## config.mk

```make
export PLATFORM = sky130hd
export DESIGN_NAME = boolean_expression_lexer_unit
export DESIGN_NICKNAME = d
export VERILOG_FILES = /design/src/rtl/blx_pkg.sv /design/src/rtl/blx_classify.sv /design/src/rtl/blx_core.sv /design/src/rtl/blx_outq.sv /design/src/rtl/boolean_expression_lexer_unit.sv
export SDC_FILE = /design/constraint.sdc
export NUM_CORES = 1
export LEC_CHECK = 0
export BUFFER_PORTS_ARGS = -buffer_cell sky130_fd_sc_hd__buf_2
export CAP_MARGIN = 20
export CORE_MARGIN = 2
export CORE_UTILIZATION = 55
export DETAILED_ROUTE_END_ITERATION = 10
export PLACE_DENSITY = 0.77
export SYNTH_ARGS = -nofsm -noshare
export SYNTH_HDL_FRONTEND = slang
export SYNTH_HIERARCHICAL = 1
export SYNTH_SLANG_ARGS = --single-unit
export TNS_END_PERCENT = 1
```

## constraint.sdc

```tcl
create_clock -name i_clk -period 8.2 [get_ports i_clk]
set_clock_uncertainty 0.2 [all_clocks]
set_input_delay 0.82 -clock i_clk [delete_from_list [all_inputs] [get_ports i_clk]]
set_output_delay 0.82 -clock i_clk [all_outputs]
set_load 0.02 [all_outputs]
```

## src/rtl/blx_pkg.sv

```systemverilog
// ----------------------------------------------------------------------------
// blx_pkg: shared types and constants for the boolean expression lexer
// Token kinds, character codes and the word layout between the lexer stages.
// ----------------------------------------------------------------------------
package blx_pkg;

    // token kinds as they leave the block
    typedef enum logic [2:0] {
        KIND_IDENT = 3'd0,
        KIND_OR    = 3'd1,
        KIND_NOT   = 3'd2,
        KIND_AND   = 3'd3,
        KIND_OPEN  = 3'd4,
        KIND_CLOSE = 3'd5,
        KIND_END   = 3'd6,
        KIND_ERROR = 3'd7
    } t_kind;

    localparam int unsigned TEXT_W = 60;
    localparam int unsigned LEN_W  = 4;
    localparam int unsigned CODE_W = 6;

    // ASCII codes the lexer cares about
    localparam logic [7:0] CH_0     = 8'h30;
    localparam logic [7:0] CH_9     = 8'h39;
    localparam logic [7:0] CH_UA    = 8'h41;
    localparam logic [7:0] CH_UZ    = 8'h5A;
    localparam logic [7:0] CH_LA    = 8'h61;
    localparam logic [7:0] CH_LZ    = 8'h7A;
    localparam logic [7:0] CH_PLUS  = 8'h2B;
    localparam logic [7:0] CH_MINUS = 8'h2D;
    localparam logic [7:0] CH_STAR  = 8'h2A;
    localparam logic [7:0] CH_OPEN  = 8'h28;
    localparam logic [7:0] CH_CLOSE = 8'h29;
    localparam logic [7:0] CH_SPACE = 8'h20;
    localparam logic [7:0] CH_NL    = 8'h0A;

    // code offsets for upper and lower case letters
    localparam logic [5:0] CODE_UPPER = 6'd10;
    localparam logic [5:0] CODE_LOWER = 6'd36;

    // one result word
    typedef struct packed {
        t_kind              kind;
        logic [TEXT_W-1:0]  text;
        logic [LEN_W-1:0]   len;
        logic               last;
    } t_token;

    // character class from the decoder
    typedef struct packed {
        logic               alnum;
        logic               digit;
        logic [CODE_W-1:0]  code;
        logic               sym;
        t_kind              sym_kind;
        logic               space;
    } t_chclass;

    // tokens produced by one character, handed to the result queue
    typedef struct packed {
        logic [1:0] count;
        t_token     tok0;
        t_token     tok1;
    } t_push;

endpackage

```

## src/rtl/blx_classify.sv

```systemverilog
// ----------------------------------------------------------------------------
// blx_classify: character decoder
// Sorts one byte into letter/digit (with its 6-bit code), operator symbol,
// space, or anything else.
// ----------------------------------------------------------------------------
module blx_classify
    import blx_pkg::*;
(
    input  logic [7:0] i_ch,
    output t_chclass   o_cls
);

    logic is_digit;
    logic is_upper;
    logic is_lower;

    assign is_digit = (i_ch >= CH_0)  && (i_ch <= CH_9);
    assign is_upper = (i_ch >= CH_UA) && (i_ch <= CH_UZ);
    assign is_lower = (i_ch >= CH_LA) && (i_ch <= CH_LZ);

    // code and symbol decode
    always_comb begin
        o_cls          = '0;
        o_cls.alnum    = is_digit || is_upper || is_lower;
        o_cls.digit    = is_digit;
        o_cls.sym_kind = KIND_ERROR;
        if (is_digit) begin
            o_cls.code = 6'(i_ch - CH_0);
        end else if (is_upper) begin
            o_cls.code = 6'(i_ch - CH_UA) + CODE_UPPER;
        end else if (is_lower) begin
            o_cls.code = 6'(i_ch - CH_LA) + CODE_LOWER;
        end
        unique case (i_ch)
            CH_PLUS: begin
                o_cls.sym      = 1'b1;
                o_cls.sym_kind = KIND_OR;
            end
            CH_MINUS: begin
                o_cls.sym      = 1'b1;
                o_cls.sym_kind = KIND_NOT;
            end
            CH_STAR: begin
                o_cls.sym      = 1'b1;
                o_cls.sym_kind = KIND_AND;
            end
            CH_OPEN: begin
                o_cls.sym      = 1'b1;
                o_cls.sym_kind = KIND_OPEN;
            end
            CH_CLOSE: begin
                o_cls.sym      = 1'b1;
                o_cls.sym_kind = KIND_CLOSE;
            end
            CH_NL: begin
                o_cls.sym      = 1'b1;
                o_cls.sym_kind = KIND_END;
            end
            CH_SPACE: begin
                o_cls.space = 1'b1;
            end
            default: begin
                o_cls.sym = 1'b0;
            end
        endcase
    end

endmodule

```

## src/rtl/blx_core.sv

```systemverilog
// ----------------------------------------------------------------------------
// blx_core: lexer state and token generation
// Holds the input character register, the pending identifier and the halt
// flag, and turns each character into zero, one or two tokens.
// ----------------------------------------------------------------------------
module blx_core
    import blx_pkg::*;
#(
    parameter int MAX_IDENT_LEN = 10
) (
    input  logic       i_clk,
    input  logic       i_rst_n,
    input  logic       i_valid,
    output logic       o_ready,
    input  logic [7:0] i_ch,
    input  logic [1:0] i_free,
    output t_push      o_push
);

    localparam logic [LEN_W-1:0] LenMax = LEN_W'(MAX_IDENT_LEN);

    logic                 r_in_valid;
    logic [7:0]           r_in_ch;
    logic [LEN_W-1:0]     r_len;
    logic [TEXT_W-1:0]    r_buf;
    logic                 r_halted;

    logic [LEN_W-1:0]     n_len;
    logic [TEXT_W-1:0]    n_buf;
    logic                 n_halted;

    t_chclass             cls;
    t_token               tok0;
    t_token               tok1;
    t_token               tok_sym;
    logic [1:0]           tok_cnt;
    logic                 consume;

    blx_classify u_classify (
        .i_ch  (r_in_ch),
        .o_cls (cls)
    );

    // token generation for the registered character
    always_comb begin
        tok0     = '0;
        tok1     = '0;
        tok_sym  = '0;
        tok_cnt  = 2'd0;
        n_len    = r_len;
        n_buf    = r_buf;
        n_halted = r_halted;
        if (!r_halted) begin
            if (cls.alnum) begin
                if ((r_len == '0) && cls.digit) begin
                    // identifier cannot open with a digit
                    tok0.kind = KIND_ERROR;
                    tok_cnt   = 2'd1;
                    n_halted  = 1'b1;
                end else begin
                    for (int i = 0; i < MAX_IDENT_LEN; i++) begin
                        if (r_len == LEN_W'(i)) begin
                            n_buf[CODE_W*i +: CODE_W] = cls.code;
                        end
                    end
                    if (r_len <= LenMax) begin
                        n_len = r_len + 1'b1;
                    end
                end
            end else if (r_len > LenMax) begin
                // overlong identifier closed by a delimiter
                tok0.kind = KIND_ERROR;
                tok_cnt   = 2'd1;
                n_halted  = 1'b1;
            end else begin
                if (cls.sym) begin
                    tok_sym.kind = cls.sym_kind;
                end else begin
                    tok_sym.kind = KIND_ERROR;
                end
                if (r_len != '0) begin
                    tok0.kind = KIND_IDENT;
                    tok0.text = r_buf;
                    tok0.len  = r_len;
                    n_len     = '0;
                    n_buf     = '0;
                    if (!cls.space) begin
                        tok1    = tok_sym;
                        tok_cnt = 2'd2;
                    end else begin
                        tok_cnt = 2'd1;
                    end
                end else if (!cls.space) begin
                    tok0    = tok_sym;
                    tok_cnt = 2'd1;
                end
                if (!cls.sym && !cls.space) begin
                    n_halted = 1'b1;
                end
            end
        end
        // mark the final token of this character
        if (tok_cnt == 2'd1) begin
            tok0.last = 1'b1;
        end else if (tok_cnt == 2'd2) begin
            tok1.last = 1'b1;
        end
    end

    // the character is retired once the queue has room for all its tokens
    assign consume = r_in_valid && (tok_cnt <= i_free);
    assign o_ready = !r_in_valid || consume;

    always_comb begin
        o_push       = '0;
        o_push.tok0  = tok0;
        o_push.tok1  = tok1;
        o_push.count = consume ? tok_cnt : 2'd0;
    end

    // control state
    always_ff @(posedge i_clk) begin
        if (!i_rst_n) begin
            r_in_valid <= 1'b0;
            r_len      <= '0;
            r_buf      <= '0;
            r_halted   <= 1'b0;
        end else begin
            if (i_valid && o_ready) begin
                r_in_valid <= 1'b1;
            end else if (consume) begin
                r_in_valid <= 1'b0;
            end
            if (consume) begin
                r_len    <= n_len;
                r_buf    <= n_buf;
                r_halted <= n_halted;
            end
        end
    end

    // input character register
    always_ff @(posedge i_clk) begin
        if (i_valid && o_ready) begin
            r_in_ch <= i_ch;
        end
    end

`ifndef ASSERT_OFF
    // once halted, the lexer stays halted until reset
    a_halt_sticky: assert property (@(posedge i_clk) disable iff (!i_rst_n)
        r_halted |=> r_halted)
        else $error("halt flag dropped without reset");

    // a halted lexer emits nothing
    a_halt_silent: assert property (@(posedge i_clk) disable iff (!i_rst_n)
        r_halted |-> (o_push.count == 2'd0))
        else $error("token emitted while halted");

    // pending length never exceeds the saturation value
    a_len_sat: assert property (@(posedge i_clk) disable iff (!i_rst_n)
        r_len <= LenMax + 1'b1)
        else $error("identifier length past saturation");
`endif

endmodule

```

## src/rtl/blx_outq.sv

```systemverilog
// ----------------------------------------------------------------------------
// blx_outq: two-word result queue
// Holds the result register and one spare slot so that a delimiter can
// emit an identifier and its own token from a single character.
// ----------------------------------------------------------------------------
module blx_outq
    import blx_pkg::*;
(
    input  logic       i_clk,
    input  logic       i_rst_n,
    input  t_push      i_push,
    output logic [1:0] o_free,
    output logic       o_valid,
    input  logic       i_ready,
    output t_token     o_tok
);

    localparam logic [1:0] Depth = 2'd2;

    t_token     r_q [2];
    logic [1:0] r_cnt;

    t_token     n_q [2];
    logic [1:0] n_cnt;
    logic [1:0] base;
    logic       pop;

    assign pop     = o_valid && i_ready;
    assign o_valid = (r_cnt != 2'd0);
    assign o_tok   = r_q[0];
    assign o_free  = Depth - r_cnt;

    // shift out the head, then append the new tokens
    always_comb begin
        n_q[0] = r_q[0];
        n_q[1] = r_q[1];
        if (pop) begin
            n_q[0] = r_q[1];
        end
        base = r_cnt - {1'b0, pop};
        if (i_push.count != 2'd0) begin
            if (base == 2'd0) begin
                n_q[0] = i_push.tok0;
            end else begin
                n_q[1] = i_push.tok0;
            end
        end
        if (i_push.count == 2'd2) begin
            n_q[1] = i_push.tok1;
        end
        n_cnt = base + i_push.count;
    end

    always_ff @(posedge i_clk) begin
        if (!i_rst_n) begin
            r_cnt <= 2'd0;
        end else begin
            r_cnt <= n_cnt;
        end
    end

    always_ff @(posedge i_clk) begin
        r_q[0] <= n_q[0];
        r_q[1] <= n_q[1];
    end

`ifndef ASSERT_OFF
    // never push more words than there is room for
    a_no_overflow: assert property (@(posedge i_clk) disable iff (!i_rst_n)
        i_push.count <= o_free)
        else $error("result queue overflow");

    // fill level stays within the depth
    a_cnt_range: assert property (@(posedge i_clk) disable iff (!i_rst_n)
        r_cnt <= Depth)
        else $error("result queue count out of range");
`endif

endmodule

```

## src/rtl/boolean_expression_lexer_unit.sv

```systemverilog
// ----------------------------------------------------------------------------
// boolean_expression_lexer_unit: boolean expression tokenizer
// Takes one ASCII character per word and emits identifier, operator,
// bracket, end and error tokens.
//
//   channel   dir  tdata                          tlast
//   s_axis    in   [7:0] ch                       -
//   m_axis    out  [2:0] kind, [62:3] text,       last token of the character
//                  [66:63] len, [71:67] zero
//
// One character per cycle while the result queue has room for its tokens;
// a character in the input register is decoded combinationally and its
// tokens are written to the result queue, whose head drives m_axis.
// A delimiter that closes an identifier gives two tokens and needs both
// queue slots free; with the sink always ready each such character can
// still stall the input, either itself or the next token-producing character.
// Synchronous active-low reset clears the identifier and the halt flag.
// Either side may stall at any time; nothing is dropped.
// ----------------------------------------------------------------------------
module boolean_expression_lexer_unit
    import blx_pkg::*;
#(
    parameter int MAX_IDENT_LEN = 10
) (
    input  logic        i_clk,
    input  logic        i_rst_n,
    input  logic        s_axis_tvalid,
    output logic        s_axis_tready,
    input  logic [7:0]  s_axis_tdata,   // [7:0] ch
    output logic        m_axis_tvalid,
    input  logic        m_axis_tready,
    output logic [71:0] m_axis_tdata,   // [2:0] kind, [62:3] text, [66:63] len
    output logic        m_axis_tlast
);

    t_push      push;
    logic [1:0] free;
    t_token     tok;

    blx_core #(
        .MAX_IDENT_LEN (MAX_IDENT_LEN)
    ) u_core (
        .i_clk   (i_clk),
        .i_rst_n (i_rst_n),
        .i_valid (s_axis_tvalid),
        .o_ready (s_axis_tready),
        .i_ch    (s_axis_tdata),
        .i_free  (free),
        .o_push  (push)
    );

    blx_outq u_outq (
        .i_clk   (i_clk),
        .i_rst_n (i_rst_n),
        .i_push  (push),
        .o_free  (free),
        .o_valid (m_axis_tvalid),
        .i_ready (m_axis_tready),
        .o_tok   (tok)
    );

    // output word packing
    assign m_axis_tdata = {5'b0, tok.len, tok.text, tok.kind};
    assign m_axis_tlast = tok.last;

endmodule
```

==> run metrics, run 1 <==
Max-Cap Viols=0; clock root cell=clkbuf_16; Most used DFF post-synth=dfxtp_1; measured slew at the worst slew-check pin=approximately 0.96 ns; Post-DRT Antenna Nets=0; Int Power=roughly 2.5 mW; Die Height=149 um; row count=53; Final #Nets=1169; Worst Hold Path Cells=2; CP Capture Type=flop; setup tns final=0 ns; crit path cell chain=inv_1, ha_1, nor4b_1, nor4b_1, o22a_1, or3_1, a21oi_1, o31ai_1, ha_1, and3_1, a21o_1, buf_4, and2_2, buf_4, nor2_1, a21oi_4, buf_4; leading cell type in the layout, fill and taps excluded=nand2_1; DR pass1 iterations=4; Core ar.=0.0209 sq mm; total setup buffers inserted after CTS=0; Reg2Reg Launch Point=u_core/r_in_ch[1]$_DFFE_PP_; WHS=0.251 ns; worst hold start=u_core/r_buf[41]$_SDFFE_PN0P_; Peak Freq=0.156 GHz; CTS Buf Count=23; CTS tree=done; Sw Share=0.336; die area=0.0223 sq mm; IO Pins=a little under 90; ys async rst share=0; fin crit period=6.42 ns; most frequent CP cell=buf_4; Die W=149 um; Crit-path slowest cell=or3_1; Clk pwr share=0.254; synthesized instance count=around 1.2k; combinational share of power=0.362; most frequent cells in the layout=nand2_1, dfxtp_1, mux2_2, o21ai_0, buf_2; Avg Inst Size Synth=10.0 sq um; hold worst-path end=u_core/r_buf[41]$_SDFFE_PN0P_; via count=7313; Clock Sinks=212; Vias/cell=approximately 5.1; P_leak=5.19 nW; crit path kind=flop to flop; largest net degree at the start of global routing=102; Power Dens Cells=315 mW/mm^2; Setup crit start kind=flop; clk buf depth=3; GRT Overall Usage=0.201; Clock Latency Late Sink=between 0.5 and 0.6 ns; Worst-path clk slew=0.06 ns; worst vdd ir=between 0.15 and 0.2 mV; worst-case reg-to-reg path depth=17; Layout area overhead=3.87%; Total Routed Length=approximately 22000 um; min-delay worst type=flop to flop; Port Buffers=81; critical path data arrival time=6.36 ns; Synth Cell Area=between 0.01 and 0.015 sq mm; worst r2r dst=u_outq/r_q[0][90]$_DFFE_PP_; DRC=0; number of synthesized flops with an enable pin=76; reg-to-reg setup timing slack=between 1.5 and 2 ns; Cell variety after synth=65; initial drt markers=469; post-cts resize count=0; Starting Density=0.555; Setup Viol. Count Final=0; Seq pwr share=0.384; vias in the first global route=7079; H-tree levels=1; first-pass GRT wire length=about 36000 um; RD Place Congestion=0.878; Warnings, synthesis=6; Slew HR=0.359; worst endpoint required time=8.15 ns; aggregate global routing overflow=0; Fin. Hold Viols=0; Worst path max stage delay=0.76 ns; Slew Limit Fails=0; layout cells sized above 1=0.245; Routed WL per cell=15.4 um; initial antenna violation count=0; status=complete, no violations; Final HPWL DP=13900 um; hold-fix buffers at CTS=0; RSZ-0062 raised after global routing=no; crit share post-route=0.782; Switching Power=1.27 mW; worst-path maximum fanout=70; register bit total from synthesis=212; number of antenna diodes=0; register area share after synthesis=0.431
## worst max-delay path, delay by kind of cell (launching register included)
family | cells | cell delay (ns)
simple gates | 6 | 1.82
buf+inv | 4 | 1.59
compound gates | 5 | 1.23
flops | 1 | 0.52
fa+ha+maj | 2 | 0.64
## per-stage QoR
stage	std cells	instance area (sq um)	total power, mW	util	worst slack (ns)
after floorplan	1223	11900	2.76	-	1.35
after global placement	1387	11300	2.83	0.543	1.85
after detailed placement	1387	11300	2.86	0.543	1.79
after CTS	1428	12000	3.84	0.577	1.78
after global routing	1428	12000	4.00	0.577	1.22
final	1428	12000	3.79	0.577	1.78
## how the worst max path moves through the flow
stage,from,end,slack (ns),cells past startpoint
2_1_floorplan,u_core/r_in_ch[1]$_DFFE_PP_,u_outq/r_q[0][100]$_DFFE_PP_,1.35,21
3_3_place_gp,u_core/r_in_ch[0]$_DFFE_PP_,u_outq/r_q[0][76]$_DFFE_PP_,1.85,16
3_5_place_dp,u_core/r_in_ch[1]$_DFFE_PP_,u_outq/r_q[0][76]$_DFFE_PP_,1.79,17
4_1_cts,u_core/r_in_ch[1]$_DFFE_PP_,u_outq/r_q[0][90]$_DFFE_PP_,1.78,17
5_1_grt,u_core/r_in_ch[1]$_DFFE_PP_,u_outq/r_q[0][121]$_DFFE_PP_,1.22,17
6_report,u_core/r_in_ch[1]$_DFFE_PP_,u_outq/r_q[0][90]$_DFFE_PP_,1.78,17
## synth_stat cells (all sizes together) (2+ instances only)
cell	count	share of area
nand2	201	0.065
buf	173	0.11
mux2	137	0.14
dfxtp	136	0.23
o21ai	88	0.038
edfxtp	76	0.20
and2	66	0.036
mux2i	54	0.047
inv	34	0.011
clkbuf	30	0.0098
ha	20	0.022
nor2	19	0.0076
a21oi	12	0.0052
nand4	12	0.016
nand3	10	0.0043
nor2b	9	0.0049
o21a	8	0.0052
a32o	6	0.0052
nor3	6	0.0026
and4	5	0.0040
nand2b	5	0.0033
xnor2	5	0.0038
nor4	4	0.0035
a31oi	3	0.0016
or3	3	0.0016
a221oi	2	0.0015
a41oi	2	0.0015
conb	2	0.00065
nor4b	2	0.0015
o2111ai	2	0.0015
o211ai	2	0.0013
o31ai	2	0.0013
or2b	2	0.0013
## power groups by stage
stage / Clock (mW) / Sequential [mW] / Combinational, mW
3_5_place_dp: 0 / 1.48 / 1.38
3_3_place_gp: 0 / 1.47 / 1.35
5_1_grt: 1.02 / 1.48 / 1.49
4_1_cts: 0.987 / 1.46 / 1.39
2_1_floorplan: 0 / 1.44 / 1.31
6_report: 0.962 / 1.46 / 1.37
## per-layer routing
layer / vias up / share of wire / wire (um) / global-route usage
met5: - / 0 / 0 / 0
met4: 0 / 0.018 / 406 / 0.0500
met3: 30 / 0.037 / 820 / 0.0278
met2: 131 / 0.48 / 10600 / 0.350
met1: 3444 / 0.46 / 10200 / 0.263
li1: 3708 / - / - / -
## area by class of cell
class	instances	area [sq um]
fill	1794	8840
inverter	34	130
tap	275	344
multi-input combinational	774	5380
sequential	212	5000
clock buffer	35	651
timing repair buffer	92	488
clock inverter	6	52.6
## sequential cells by signal (all words and copies together) (netlist names)
register and flops:
u_outq/r_q 136, u_core/r_in_valid 1, u_core/r_len 4, u_core/r_halted 1, u_outq/r_cnt 2, u_core/r_in_ch 8
u_core/r_buf 60
## logic make-up after synthesis
kind of cell / Yosys count / synth area share
AND/OR/NAND/NOR: 351 / 0.156
adder cells (fa/ha/maj): 20 / 0.0216
buffers and inverters: 237 / 0.129
AO/OA/AOI/OAI: 137 / 0.0708
other: 2 / 0.000647
multiplexers: 191 / 0.186
flip-flops: 212 / 0.431
XOR/XNOR: 6 / 0.00453
Power figures use the tool's default switching activity.
==> inputs of run 2 (changes only) <==
ABC_AREA = 1   (was not set)
clock period = 5.9 ns   (was 8.2 ns; I/O delays follow)
==> run metrics, run 2 <==
most frequent cells in the layout=nand2_1, nor2_1, inv_1, nand3_1, dfxtp_1; Layout area overhead=3.31%; Most used DFF post-synth=dfxtp_1; leading area contributor after synthesis=dfxtp_1; synthesized instance count=between 1.5k and 2k; multi-input gate area in the final layout=0.00532 sq mm; Die W=154 um; wl on met1=11000 um; Starting Density=0.562; Final HPWL DP=16200 um; Total Routed Length=24900 um; first-pass GRT wire length=41900 um; Clock Sinks=~210; post-synth top area share=0.221; initial antenna violation count=0; worst-case reg-to-reg path depth=23; measured slew at the worst slew-check pin=0.756 ns; row count=54; Critical path buffers and inverters=5; Largest register FFs=136; CP Capture Type=flop; Worst path max stage delay=0.59 ns; post-cts resize count=0; Fin. Hold Viols=0; P_leak=approximately 6.0 nW; register area share after synthesis=0.407; Reg2Reg Launch Point=u_core/r_in_ch[0]$_DFFE_PP_; total setup buffers inserted after CTS=0; worst endpoint required time=slightly above 6 ns; Clock Latency Late Sink=0.52 ns; aggregate global routing overflow=0; die area=0.0236 sq mm; initial drt markers=513; met2 wire len=11800 um; register bit total from synthesis=between 200 and 250; Post-DRT Antenna Nets=0; RD Place Congestion=0.855; routed wl met3=1310 um; vias in the first global route=8973; GRT Overall Usage=0.210; Warnings, synthesis=6; worst-path maximum fanout=71; clock root cell=clkbuf_16; total power=around 7 mW; placed cell area=0.0119 sq mm; H-tree levels=1; critical path data arrival time=5.44 ns; Core ar.=0.0219 sq mm; Synth Cell Area=0.0123 sq mm; reg-to-reg setup timing slack=slightly above 0.7 ns; Power Dens Cells=551 mW/mm^2; crit path cell chain=inv_1, ha_1, nand2_1, nand2_1, nand3_4, nand2_4, nand3_1, buf_4, inv_1, nand2_4, or2_2, nand2_1, ha_1, nand2_1, nand2_1, nand2_1, nor2_4, inv_4, nand2_2, nand2_4, buf_4, o211ai_1, nand2_1; setup tns final=0 ns; Cell variety after synth=37; CTS tree=done; Avg Inst Size Synth=between 7 and 8 sq um; Post-Layout Inst Area=0.0127 sq mm; Largest regs=u_outq/r_q: 136 flops, u_core/r_buf: 60 flops, u_core/r_in_ch: 8 flops; DRC=0; WP depth=23; Peak Freq=0.193 GHz; Slew Limit Fails=0; Synth area leaders=dfxtp_1, edfxtp_1, nand2_1; post-place setup slack=around 0.67 ns; IO Pins=87; placed insts=1906; Die Height=154 um; crit share post-route=0.879; layout cells sized above 1=0.141; most frequent cells after synthesis=nand2_1, nor2_1, inv_1; # fillers=2068; Util after Layout=0.580; ys async rst share=0; hold worst-path end=u_core/r_in_ch[7]$_DFFE_PP_; RSZ-0062 raised after global routing=no; worst r2r dst=u_outq/r_q[0][67]$_DFF_P_; most frequent CP cell=nand2_1; hold-fix buffers at CTS=0; fin crit period=5.19 ns; number of synthesized flops with an enable pin=76; Port Buffers=between 80 and 90; worst hold start=s_axis_tdata[7]; Top reg by flops=u_outq/r_q; Vias/cell=4.82; critical path's top delay family=simple AND/OR/NAND/NOR gates; Worst-path clk slew=around 0.060 ns; Setup Viol. Count Final=0; top sig layer=met4; Crit-path slowest cell=buf_4; Final #Nets=between 1.5k and 2k; Setup crit start kind=flop; CTS Buf Count=24; final worst-path setup slack=0.712 ns; FF+latch area=0.00500 sq mm; worst vdd ir=approximately 0.33 mV; Slew HR=0.495; most numerous cell in the Yosys netlist=nand2_1; clk buf depth=3; largest net degree at the start of global routing=between 70 and 80; number of antenna diodes=0; crit path kind=flop to flop; Worst Hold Path Cells=1; via count=9411; Max-Cap Viols=0; final non-filler cell total=1951; min-delay worst type=input port to flop; Routed WL per cell=roughly 13 um; DR pass1 iterations=5; WHS=between 0.05 and 0.06 ns; status=complete, no violations; leading cell type in the layout, fill and taps excluded=nand2_1
[run 2: layout make-up]
| class | count | share of cell area |
|---|---|---|
| Sequential cell | 212 | 0.394 |
| Inverter | 189 | 0.0560 |
| Clock buffer | 34 | 0.0542 |
| Timing Repair Buffer | 94 | 0.0431 |
| Clock inverter | 9 | 0.00650 |
| Multi-Input combinational cell | 1133 | 0.419 |
| Tap cell | 280 | 0.0276 |
[run 2: cell families after synthesis]
family                     count (synthesis)  synth area share
adders and majority gates                 20            0.0204
AOI/OAI and AO/OA                         88            0.0522
xor gates and xnor gates                   5           0.00356
other                                      2          0.000611
DFF                                      212             0.407
buffers and inverters                    404             0.184
and+or+nand+nor                          951             0.333
[run 2: worst max path at each step]
stage	start	endpoint	slack [ns]
after floorplan	u_core/r_in_ch[0]$_DFFE_PP_	u_outq/r_q[0][100]$_DFFE_PP_	0.33
after global placement	u_core/r_in_ch[4]$_DFFE_PP_	u_outq/r_q[0][57]$_DFF_P_	0.72
after detailed placement	u_core/r_in_ch[4]$_DFFE_PP_	u_outq/r_q[0][41]$_DFF_P_	0.67
after CTS	u_core/r_in_ch[4]$_DFFE_PP_	u_outq/r_q[0][67]$_DFF_P_	0.64
after global routing	u_core/r_in_ch[4]$_DFFE_PP_	u_outq/r_q[0][36]$_DFF_P_	0.13
final	u_core/r_in_ch[0]$_DFFE_PP_	u_outq/r_q[0][67]$_DFF_P_	0.71
[run 2: per-layer routing]
layer	track usage	vias up
met5	0	-
li1	-	4990
met2	0.368	214
met4	0.0765	0
met3	0.0335	58
met1	0.261	4149
[run 2: power by group]
group | internal [mW] | total, mW | leakage, nW | switching [mW]
registers | 2.08 | 2.34 | 1.85 | 0.261
logic | 0.983 | 3.22 | 3.75 | 2.24
clock network | 0.855 | 1.44 | 0.382 | 0.585
[run 2: worst reg2reg max path, cell delays in order (launching register included)]
cell and delay, ns:
edfxtp_1 0.50, inv_1 0.24, ha_1 0.28, nand2_1 0.08, nand2_1 0.10, nand3_4 0.12, nand2_4 0.12, nand3_1 0.07
buf_4 0.20, inv_1 0.21, nand2_4 0.10, or2_2 0.29, nand2_1 0.15, ha_1 0.25, nand2_1 0.12, nand2_1 0.07
nand2_1 0.25, nor2_4 0.08, inv_4 0.52, nand2_2 0.14, nand2_4 0.10, buf_4 0.59, o211ai_1 0.22, nand2_1 0.11
